## src/rtl/core/scfa_ram.sv

```systemverilog
`default_nettype none
// ----------------------------------------------------------------------------
// scfa_ram
// Generic simple dual-port RAM: one write port, one read port, registered read.
// ----------------------------------------------------------------------------
module scfa_ram #(
    parameter int WIDTH = 8,
    parameter int DEPTH = 16
) (
    input  wire logic                     aclk,
    input  wire logic                     wr_en,
    input  wire logic [$clog2(DEPTH)-1:0] wr_addr,
    input  wire logic [WIDTH-1:0]         wr_data,
    input  wire logic                     rd_en,
    input  wire logic [$clog2(DEPTH)-1:0] rd_addr,
    output logic      [WIDTH-1:0]         rd_data
);

    logic [WIDTH-1:0] mem [DEPTH];
    logic [WIDTH-1:0] rd_data_reg;

    always_ff @(posedge aclk) begin
        if (wr_en) begin
            mem[wr_addr] <= wr_data;
        end
        if (rd_en) begin
            rd_data_reg <= mem[rd_addr];
        end
    end

    assign rd_data = rd_data_reg;

endmodule
`default_nettype wire

```

## config.mk

```make
export PLATFORM = sky130hd
export DESIGN_NAME = scfa_ram
export DESIGN_NICKNAME = d
export VERILOG_FILES = /design/src/rtl/core/scfa_ram.sv
export SDC_FILE = /design/constraint.sdc
export NUM_CORES = 1
export LEC_CHECK = 0
export BUFFER_PORTS_ARGS = -buffer_cell sky130_fd_sc_hd__buf_2
export CAP_MARGIN = 40
export CORE_MARGIN = 4
export CORE_UTILIZATION = 55
export CTS_BUF_LIST = sky130_fd_sc_hd__clkbuf_4
export DETAILED_ROUTE_END_ITERATION = 12
export PLACE_DENSITY = 0.82
export SYNTH_ARGS = -nofsm -noshare
export SYNTH_HDL_FRONTEND = slang
export SYNTH_SLANG_ARGS = --single-unit
```

## constraint.sdc

```tcl
create_clock -name aclk -period 5.4 [get_ports aclk]
set_clock_uncertainty 0.05 [all_clocks]
set_input_delay 0.81 -clock aclk [delete_from_list [all_inputs] [get_ports aclk]]
set_output_delay 0.81 -clock aclk [all_outputs]
set_load 0.01 [all_outputs]
```

Yosys cells after proc, flatten, opt, wreduce, memory -nomap -nowiden

Memories as Yosys holds them, arrays and structs flattened. A register that Yosys moved wholly into a read port is not among the register bits.
Cells that the tools add are included.
Widths: inputs -> output; s select.

Mux-type cells: 2

Operators by type and width:

| operator | number |
|---|---|
| $mux 1   | 2 |

Register bits: 0
Bits in writable memories: 128
Output and inout port bits: 8
Word-level logic and storage cells: 3
Memories: 1

Memories:

| memory | words | bits a word | read ports | clocked after memory_dff | wr ports | line | source |
|---|---|---|---|---|---|---|---|
| mem    | 16    | 8           | 1          | 1                        | 1        | 19   | `logic [WIDTH-1:0] mem [DEPTH];` |

Longest topological paths before layout

Depth after elaboration: 2
Gate-level depth with buffers: 5
Depth with buffers taken out: 3

Worst setup path after synthesis

OpenSTA, ideal clock, no wires.

Kind: input to register
From: input wr_addr[2]
To: memory mem[0][0] (enable)
Library setup time: 0.383 ns
Data arrival time: 1.920 ns
Data required time: 4.967 ns
Path slack: 3.047 ns
Stages on the path: 2
Path buffers: 0
Path through: or3b_2 -> nor3_1

RTL lines:

| element     | line | source |
|---|---|---|
| from (decl) | 12   | `input wire logic [$clog2(DEPTH)-1:0] wr_addr,` |
| to (decl)   | 19   |  |

No word-level cell before the write port.

==> out/metrics.yaml <==
cts:
  postCtsSetupRepairBufs: 0
  clk_latency_ns: 0.51
  clockBufferDepth: 2
  clkTransAtPathRegs_ns: 0.11
  cts-root-buf: "clkbuf_4"
  numCtsBuffers: 17
  hold_buffers: 0
  numClockSinks: 136
  cts_tree: "built"
  cts_resized: 0
  cts_max_level: 4
sta:
  grt_setup_unrepaired: "false"
  setup_tns_ns: 0
  post-route-min-period_ns: 2.12
  slew_viol_final: 0
  finalCritPeriodShare_pct: 39.3
  fin_ws_ns: 3.28
  relSlewSlack_pct: 40.9
  finalSetupViolations: 0
  fmax_mhz: 471
  hold_viol: 0
  worst_pin_slew_ns: 0.883
synth:
  syn_avg_cell_area_um2: 22.8
  synth_nets: 248
  synthFlopType: "edfxtp_1"
  synthArstFlopShare_pct: 0
  synth_edf_count: 136
  yosysSeqAreaShare_pct: 78.1
  synth_cell_types: 18
  syn_area_mm2: 0.00523
  synth-warning-count: 0
  ys_ff_latch: 136
  netlist_instances: 229
detailed_routing:
  wl_um: 9410
  vias: 2428
  ant_nets: 0
  viasPerCell: 5.86
  wl_per_cell_um: 22.7
  drtIter0Drc: 255
  drc: 0
  dr.pass1.iters: 4
die:
  die_area_mm2: 0.0111
  pin_count: 27
  core_area_mm2: 0.00924
  die_y_um: 105
  num_rows: 35
  initial_utilization_pct: 56.6
  die_w_um: 105
grt:
  grt_max_degree: 33
  track_usage_pct: 18.8
  grt_pass1_wl_um: 14900
  antenna_found_initial: 0
  grt.overflow.total: 0
  grt_pass1_vias: 2596
setup_path:
  critPathTopFamily: "buffers and inverters"
  crit_path_end_kind: "flop"
  crit_arrival_ns: 2.33
  critical_path_class: "input port to flop"
  crit_fanout: 22
  cp-start-kind: "input port"
  rrSetupSlack_ns: 3.84
  crit_path_max_incr_delay_ns: 0.58
  slowest_stage: "mux4_1"
  path_buf_inv: 2
  required_ns: 5.61
  cp_cell_sequence: "buf_2 > buf_12 > mux4_1 > a22oi_1 > nand2_1"
cells_and_area:
  multi_input_area_mm2: 0.00106
  fillCellCount: 605
  largest_reg_flops: 128
  area_growth_pct: 11.6
  fin_util_pct: 63.2
  seq_area_mm2: 0.00408
  drive_gt1_share_pct: 28.5
  fin_cells: 414
  num-nets-final: 290
power_and_ir_drop:
  power_mw: 2.05
  ir_worst_vdd_mv: 0.174
  leakagePower_nw: 1.92
  power.density_mw_per_mm2: 352
flow_run:
  drv_cap: 0
placement:
  port_buffers: 26
  pre_cts_ws_ns: 2.72
  dp_hpwl_um: 6130
  place_congestion: 0.737
  place_inst: 381
hold_path:
  min_path_type: "input port to flop"
status:
  status: "finished, final reports clean"
-- power breakdown --
group | leakage (nW) | internal (mW) | switching, mW
Combinational | 0.515 | 0.0432 | 0.0600
Sequential | 1.24 | 1.19 | 0.00680
Clock | 0.170 | 0.407 | 0.348
-- cell type report --
| class | instances | area share (%) |
|---|---|---|
| Sequential cell | 136 | 70.0 |
| Antenna cell | 1 | 0.0429 |
| Timing Repair Buffer | 33 | 3.34 |
| Tap cell | 129 | 2.77 |
| Clock buffer | 17 | 2.19 |
| Multi-Input combinational cell | 83 | 18.1 |
| Clock inverter | 15 | 3.56 |
-- stage by stage --
step	area, µm²	hold WS, ns
after floorplan	5230	0.655
after global placement	5460	0.678
after detailed placement	5500	0.686
after CTS	5830	0.585
after global routing	5830	0.561
final	5840	0.616
-- final timing paths --
kind,start,cells after the start,endpoint
hold / removal,wr_data[5],1,mem[4][5]
setup reg to reg,mem[8][0],3,rd_data[0]
setup / recovery,rd_addr[0],5,rd_data[0]
hold reg to reg,mem[11][2],3,rd_data[2]
-- cell usage after synthesis, types with 2 or more instances --
cell | count | area (µm²)
buf_2 | 3 | 15.0
nand3b_1 | 2 | 15.0
nor3_1 | 4 | 20.0
a22oi_1 | 16 | 120
nor2_1 | 13 | 48.8
nand2_1 | 9 | 33.8
nand2b_1 | 2 | 12.5
mux4_1 | 14 | 368
edfxtp_1 | 136 | 4080
clkdlybuf4s25_2 | 3 | 30.0
mux4_2 | 18 | 405
buf_6 | 3 | 33.8
-- layer usage --
metal,share of wire [%],up-vias,track usage [%]
met4,1.9,0,7.77
met1,39,1221,24.6
met5,0,-,0
li1,-,1073,-
met3,9.2,14,6.00
met2,50,120,29.4
-- layout by cell type (no fill, tap or decap), drive strengths merged, types with 2 or more instances in the layout --
cell	n
nand2b	2
nor2	13
a22oi	16
buf	33
edfxtp	136
nor3	4
clkinv	7
clkinvlp	3
nand2	9
mux4	32
bufinv	5
nand3b	2
clkbuf	17
-- logic make-up (layout without fill, tap and decap cells) --
family / Yosys count / after routing / synth area share [%]
flip-flops: 136 / 136 / 78.1
AND/OR/NAND/NOR: 35 / 35 / 3.14
multiplexers: 32 / 32 / 14.8
AO/OA/AOI/OAI: 16 / 16 / 2.30
buffers and inverters: 10 / 65 / 1.65
other: 0 / 1 / 0
Power figures use the tool's default switching activity.
