<file path="src/rtl/core/scfa_pkg.sv">
`default_nettype none
// ----------------------------------------------------------------------------
// scfa_pkg
// Shared field widths and codes of the size-class free-list allocator core.
// ----------------------------------------------------------------------------
package scfa_pkg;

    localparam int REQ_W    = 16;
    localparam int HANDLE_W = 10;
    localparam int SIZE_W   = 17;
    localparam int STATUS_W = 2;

    // Operation carried in the input tuser.
    localparam logic OP_ALLOC = 1'b0;
    localparam logic OP_FREE  = 1'b1;

    typedef enum logic [STATUS_W-1:0] {
        STATUS_GRANT    = 2'd0,
        STATUS_SYSALLOC = 2'd1,
        STATUS_POOLED   = 2'd2,
        STATUS_RELEASED = 2'd3
    } status_t;

endpackage
`default_nettype wire

</file>
<file path="src/rtl/core/scfa_size_decode.sv">
`default_nettype none
// ----------------------------------------------------------------------------
// scfa_size_decode
// Rounds the request size, picks the size class and checks the pool limit.
// ----------------------------------------------------------------------------
module scfa_size_decode #(
    parameter int ALIGN_BYTES = 16,
    parameter int CLASS_LIMIT = 64
) (
    input  wire logic                               op,
    input  wire logic [scfa_pkg::REQ_W-1:0]         request_size,
    input  wire logic [scfa_pkg::SIZE_W-1:0]        block_size,
    output logic      [scfa_pkg::SIZE_W-1:0]        rounded_size,
    output logic      [$clog2(CLASS_LIMIT+1)-1:0]   size_class,
    output logic                                    in_pool
);

    // ALIGN_BYTES is a power of two, so rounding is an add and a mask.
    localparam int SHIFT    = $clog2(ALIGN_BYTES);
    localparam int CLS_W    = $clog2(CLASS_LIMIT + 1);
    localparam int POOL_MAX = CLASS_LIMIT * ALIGN_BYTES;
    localparam logic [scfa_pkg::SIZE_W-1:0] LOW_MASK =
        scfa_pkg::SIZE_W'(ALIGN_BYTES - 1);

    logic [scfa_pkg::SIZE_W-1:0] req_sum;
    logic [scfa_pkg::SIZE_W-1:0] req_round;
    logic [scfa_pkg::SIZE_W-1:0] eff_size;
    logic [scfa_pkg::SIZE_W-1:0] shifted;

    always_comb begin
        req_sum   = scfa_pkg::SIZE_W'(request_size) + LOW_MASK;
        req_round = req_sum & ~LOW_MASK;
        eff_size  = (op == scfa_pkg::OP_ALLOC) ? req_round : block_size;
        shifted   = eff_size >> SHIFT;
    end

    assign rounded_size = eff_size;
    assign size_class   = shifted[CLS_W-1:0];
    assign in_pool      = (32'(eff_size) <= 32'(POOL_MAX));

endmodule
`default_nettype wire

</file>
<file path="config.mk">
export PLATFORM = sky130hd
export DESIGN_NAME = scfa_size_decode
export DESIGN_NICKNAME = d
export VERILOG_FILES = /design/src/rtl/core/scfa_pkg.sv /design/src/rtl/core/scfa_size_decode.sv
export SDC_FILE = /design/constraint.sdc
export NUM_CORES = 1
export LEC_CHECK = 0
export ABC_AREA = 1
export BUFFER_PORTS_ARGS = -buffer_cell sky130_fd_sc_hd__buf_4
export CORE_MARGIN = 1
export CORE_UTILIZATION = 42
export DETAILED_ROUTE_END_ITERATION = 6
export GPL_ROUTABILITY_DRIVEN = 1
export PLACE_DENSITY = 0.91
export SETUP_SLACK_MARGIN = 0.5
export SYNTH_ARGS = -nofsm -noshare
export SYNTH_HDL_FRONTEND = slang
export SYNTH_SLANG_ARGS = --single-unit
</file>
<file path="constraint.sdc">
create_clock -name vclk -period 2.2
set_clock_uncertainty 0.1 [all_clocks]
set_input_delay 0.33 -clock vclk [all_inputs]
set_output_delay 0.33 -clock vclk [all_outputs]
set_load 0.01 [all_outputs]
</file>
==> results of run 1 <==
[through the flow]
| step | cells | setup WS (ns) | utilization, % | area, sq um | hold WS, ns |
|---|---|---|---|---|---|
| after detailed placement | 200 | 0.172 | 76.6 | 1020 | 0.854 |
| after global placement | 200 | 0.212 | 76.6 | 1020 | 0.843 |
| after floorplan | 136 | 0.501 | - | 629 | 0.664 |
| after CTS | 211 | 0.305 | 94.8 | 1260 | 0.854 |
[cells by family after synthesis]
family / Yosys count / share of synthesized area [%]
and+or+nand+nor: 96 / 66.7
buffers and inverters: 30 / 23.0
AOI/OAI and AO/OA: 10 / 10.4
[Yosys cell counts]
cell type  number
nor2_1         16
buf_2           2
or2_0           1
a21oi_2         1
inv_1          20
nand3_2         1
nand2_2         2
buf_4           7
o21a_1          1
o21ai_0         3
nor2_2          1
nand3_1        14
a21oi_1         2
o21bai_1        3
clkbuf_1        1
nor3_1          1
nor2_4          1
or2_2           1
nand2_1        56
nand4_1         2
[timing repair]
action                                  CTS
endpoints found under the setup margin   10
gates resized for setup                  44
buffers inserted                         10
gates cloned                              1
pin swaps                                25
==> run_results.csv, run 1 <==
group,metric,value,unit
placed_design,io_buffers,59,
outcome,error,"[ERROR DPL-0038] Utilization greater than 100%, impossible to legalize",
synthesis,synth_cells,136,
synthesis,synth_seq_area_share,0,%
synthesis,synth_top_area_share,34.1,%
global_route,grt_max_degree,19,
synthesis,syn-cell-area,616,sq um
outcome,status,"aborted with a tool error",
placed_design,place.gp.congestion,0.846,
sta,crit_endpoint,"in_pool",
floorplanning,die_w,40.3,microns
floorplanning,io-pin-count,59,
placed_design,dp_hpwl,1.65,mm
outcome,failed_stage,"5_1_grt",
clocking,hold_buffers,0,
floorplanning,start_util,46.2,%
synthesis,avgSynthCellArea,4.53,sq um
sta,worstEpCategory,"output port",
synthesis,ys_warn_count,0,
synthesis,ys_types,20,
floorplanning,die_h,40.3,microns
synthesis,syn_nets,170,
floorplanning,rows,13,
synthesis,synth.area.top_cells,"nand2_1 (34%), inv_1 (12%), nand3_1 (11%)",
synthesis,yosysTopAreaCell,"nand2_1",
==> run 2: changes to the inputs <==
--- a/config.mk
+++ b/config.mk
@@ -7,12 +7,11 @@
 export LEC_CHECK = 0
 export ABC_AREA = 1
 export BUFFER_PORTS_ARGS = -buffer_cell sky130_fd_sc_hd__buf_4
-export CORE_MARGIN = 1
-export CORE_UTILIZATION = 42
+export CORE_AREA = 2 2 63 65
 export DETAILED_ROUTE_END_ITERATION = 6
+export DIE_AREA = 0 0 65 67
 export GPL_ROUTABILITY_DRIVEN = 1
-export PLACE_DENSITY = 0.91
-export SETUP_SLACK_MARGIN = 0.5
+export PLACE_DENSITY_LB_ADDON = 0.15
 export SYNTH_ARGS = -nofsm -noshare
 export SYNTH_HDL_FRONTEND = slang
 export SYNTH_SLANG_ARGS = --single-unit
==> run 2 against run 1 <==
The flow now finishes without violations. Synthesized cell count is the same. Synthesized area stayed put.
==> run_results.csv, run 2 <==
group,metric,value,unit
synthesis,ys_warn_count,0,
detailed_routing,vias,953,
detailed_routing,drc_errors,0,
sta,worst_pin_slew,0.376,ns
floorplanning,rows,22,
synthesis,ys_types,20,
synthesis,synth_most_common_cell,"nand2_1",
setup_path,critPathCaptureType,"output port",
sta,final.setup.tns,0,ns
sta,fmax,498,MHz
setup_path,startpoint_type,"input port",
floorplanning,die_h,67,microns
pwr,p_seq_share,0,%
setup_path,cp_slowest_cell,"nand2_2",
run,cap_violations,0,
detailed_routing,wl_per_cell,9.85,microns
cells_and_area,fillCellCount,443,
synthesis,avgSynthCellArea,4.53,sq um
placed_design,dp_hpwl,2.05,mm
global_route,grt_pass1_vias,899,
synthesis,synth_seq_area_share,0,%
synthesis,synth_common_cells,"nand2_1 (56), inv_1 (20), nor2_1 (16)",
setup_path,cpPeakStageDelay,0.16,ns
synthesis,synth_cells,136,
synthesis,synth.area.top_cells,"nand2_1 (34%), inv_1 (12%), nand3_1 (11%)",
synthesis,synth_top_area_share,34.1,%
detailed_routing,drt-total-wl,2.30,mm
pwr,switchingPower,0.102,mW
pwr,power_density,196,mW/mm^2
setup_path,crit_family,"simple AND/OR/NAND/NOR gates",
global_route,grt_max_degree,19,
floorplanning,io-pin-count,59,
cells_and_area,seq_cells,0,
floorplanning,coreArea,0.00361,sq mm
pwr,swShare,48.7,%
sta,slew_viol_final,0,
cells_and_area,layout_common_cells,"buf_4 (60), nand2_1 (54), inv_1 (20)",
setup_path,crit_start,"request_size[1]",
floorplanning,die_w,65,microns
sta,grt_setup_unrepaired,"false",
placed_design,io_buffers,59,
synthesis,syn-cell-area,616,sq um
sta,maxSlewHeadroom,74.9,%
detailed_routing,postRouteAntennaNets,0,
detailed_routing,drt_iter0_drc,22,
setup_path,cp.depth,11,
setup_path,cp_data_arrival_time,1.58,ns
synthesis,syn_nets,170,
floorplanning,start_util,17.1,%
synthesis,yosysTopAreaCell,"nand2_1",
cells_and_area,antenna_cells,0,
sta,holdWs,0.845,ns
sta,finalCritPeriodShare,91.3,%
cells_and_area,area_growth,73.0,%
pwr,p_int,0.107,mW
hold_path,hp-start,"block_size[3]",
setup_path,crit_fanout,10,
hold_path,hp-class,"input port to output port",
cells_and_area,fin_nets,222,
sta,setup_viol,0,
pwr,clkPwrFrac,0,%
global_route,grt_overflow_total,0,
global_route,gr-usage-all-layers,10.3,%
clocking,hold_buffers,0,
placed_design,place.gp.congestion,0.764,
sta,fin_crit,2.01,ns
floorplanning,dieArea,0.00436,sq mm
placed_design,place_inst,234,
global_route,antenna_found_initial,0,
pwr,pwr-share-comb,100.0,%
setup_path,required,1.77,ns
setup_path,crit_buf_inv,2,
setup_path,endpoint,"in_pool",
cells_and_area,nClkBuffers,0,
pwr,p_leak,0.644,nW
cells_and_area,fin_cells,234,
outcome,status,"complete, no violations",
cells_and_area,layout_commonest_cell,"buf_4",
sta,hold_viol,0,
cells_and_area,regArea,0,sq um
detailed_routing,first_pass_iters,4,
detailed_routing,vias_per_cell,4.07,
global_route,grt_pass1_wl,3.77,mm
setup_path,crit_type,"input port to output port",
pwr,ir_drop,56.4,uV
setup_path,path_cells,"buf_4 > nor2_1 > nand2_2 > nand2_2 > nand2_1 > nand3_1 > nand2_1 > nor2_1 > nand4_1 > a21oi_1 > buf_4",
cells_and_area,drive_above_1_share,37.1,%
==> run 2: final cells by class <==
cell class | instances | area [sq um] | area share [%]
Inverter | 20 | 75.1 | 7.05
Multi-Input combinational cell | 106 | 479 | 45.0
Tap cell | 48 | 60.1 | 5.64
Timing Repair Buffer | 60 | 450 | 42.3
==> run 2: worst min-delay path by stage <==
stage                             to  slack (ns)  cells after the start
finish               rounded_size[3]        0.84                      4
global route        rounded_size[13]        0.87                      4
global placement     rounded_size[3]        0.84                      4
floorplan            rounded_size[0]        0.66                      2
detailed placement   rounded_size[3]        0.85                      4
CTS                  rounded_size[3]        0.85                      4
==> run 2: stage by stage <==
step	cell area (sq um)	total power [mW]	utilization, %	worst slack (ns)
3_3_place_gp	1060	0.210	29.4	0.140
2_1_floorplan	616	0.105	-	0.383
3_5_place_dp	1060	0.210	29.4	0.153
6_report	1060	0.209	29.5	0.192
4_1_cts	1060	0.211	29.4	0.150
5_1_grt	1060	0.231	29.5	0.0110
==> run 2: metal layers <==
layer	vias up	GRT usage [%]	routed length, microns
met5	-	0	0
met4	0	0	0
met3	0	0.507	117
met2	34	20.0	1130
met1	404	13.2	1060
li1	515	-	-
==> run 2: power groups by stage <==
| stage | Combinational [mW] | Clock [mW] | Sequential (mW) |
|---|---|---|---|
| 6_report | 0.209 | 0 | 0 |
| 3_5_place_dp | 0.210 | 0 | 0 |
| 2_1_floorplan | 0.105 | 0 | 0 |
| 3_3_place_gp | 0.210 | 0 | 0 |
| 5_1_grt | 0.231 | 0 | 0 |
| 4_1_cts | 0.211 | 0 | 0 |
==> run 2: logic make-up after synthesis <==
| family | count (synthesis) | share of synthesized area, % |
|---|---|---|
| buffers and inverters | 30 | 23.0 |
| AO/OA/AOI/OAI | 10 | 10.4 |
| AND/OR/NAND/NOR | 96 | 66.7 |
==> run 2: what timing repair did <==
| item | CTS | global route |
|---|---|---|
| resized for setup | 0 | 2 |
| setup endpoints to repair | 0 | 1 |
| buffers inserted | 0 | 0 |
(Power assumes the default switching activity.)
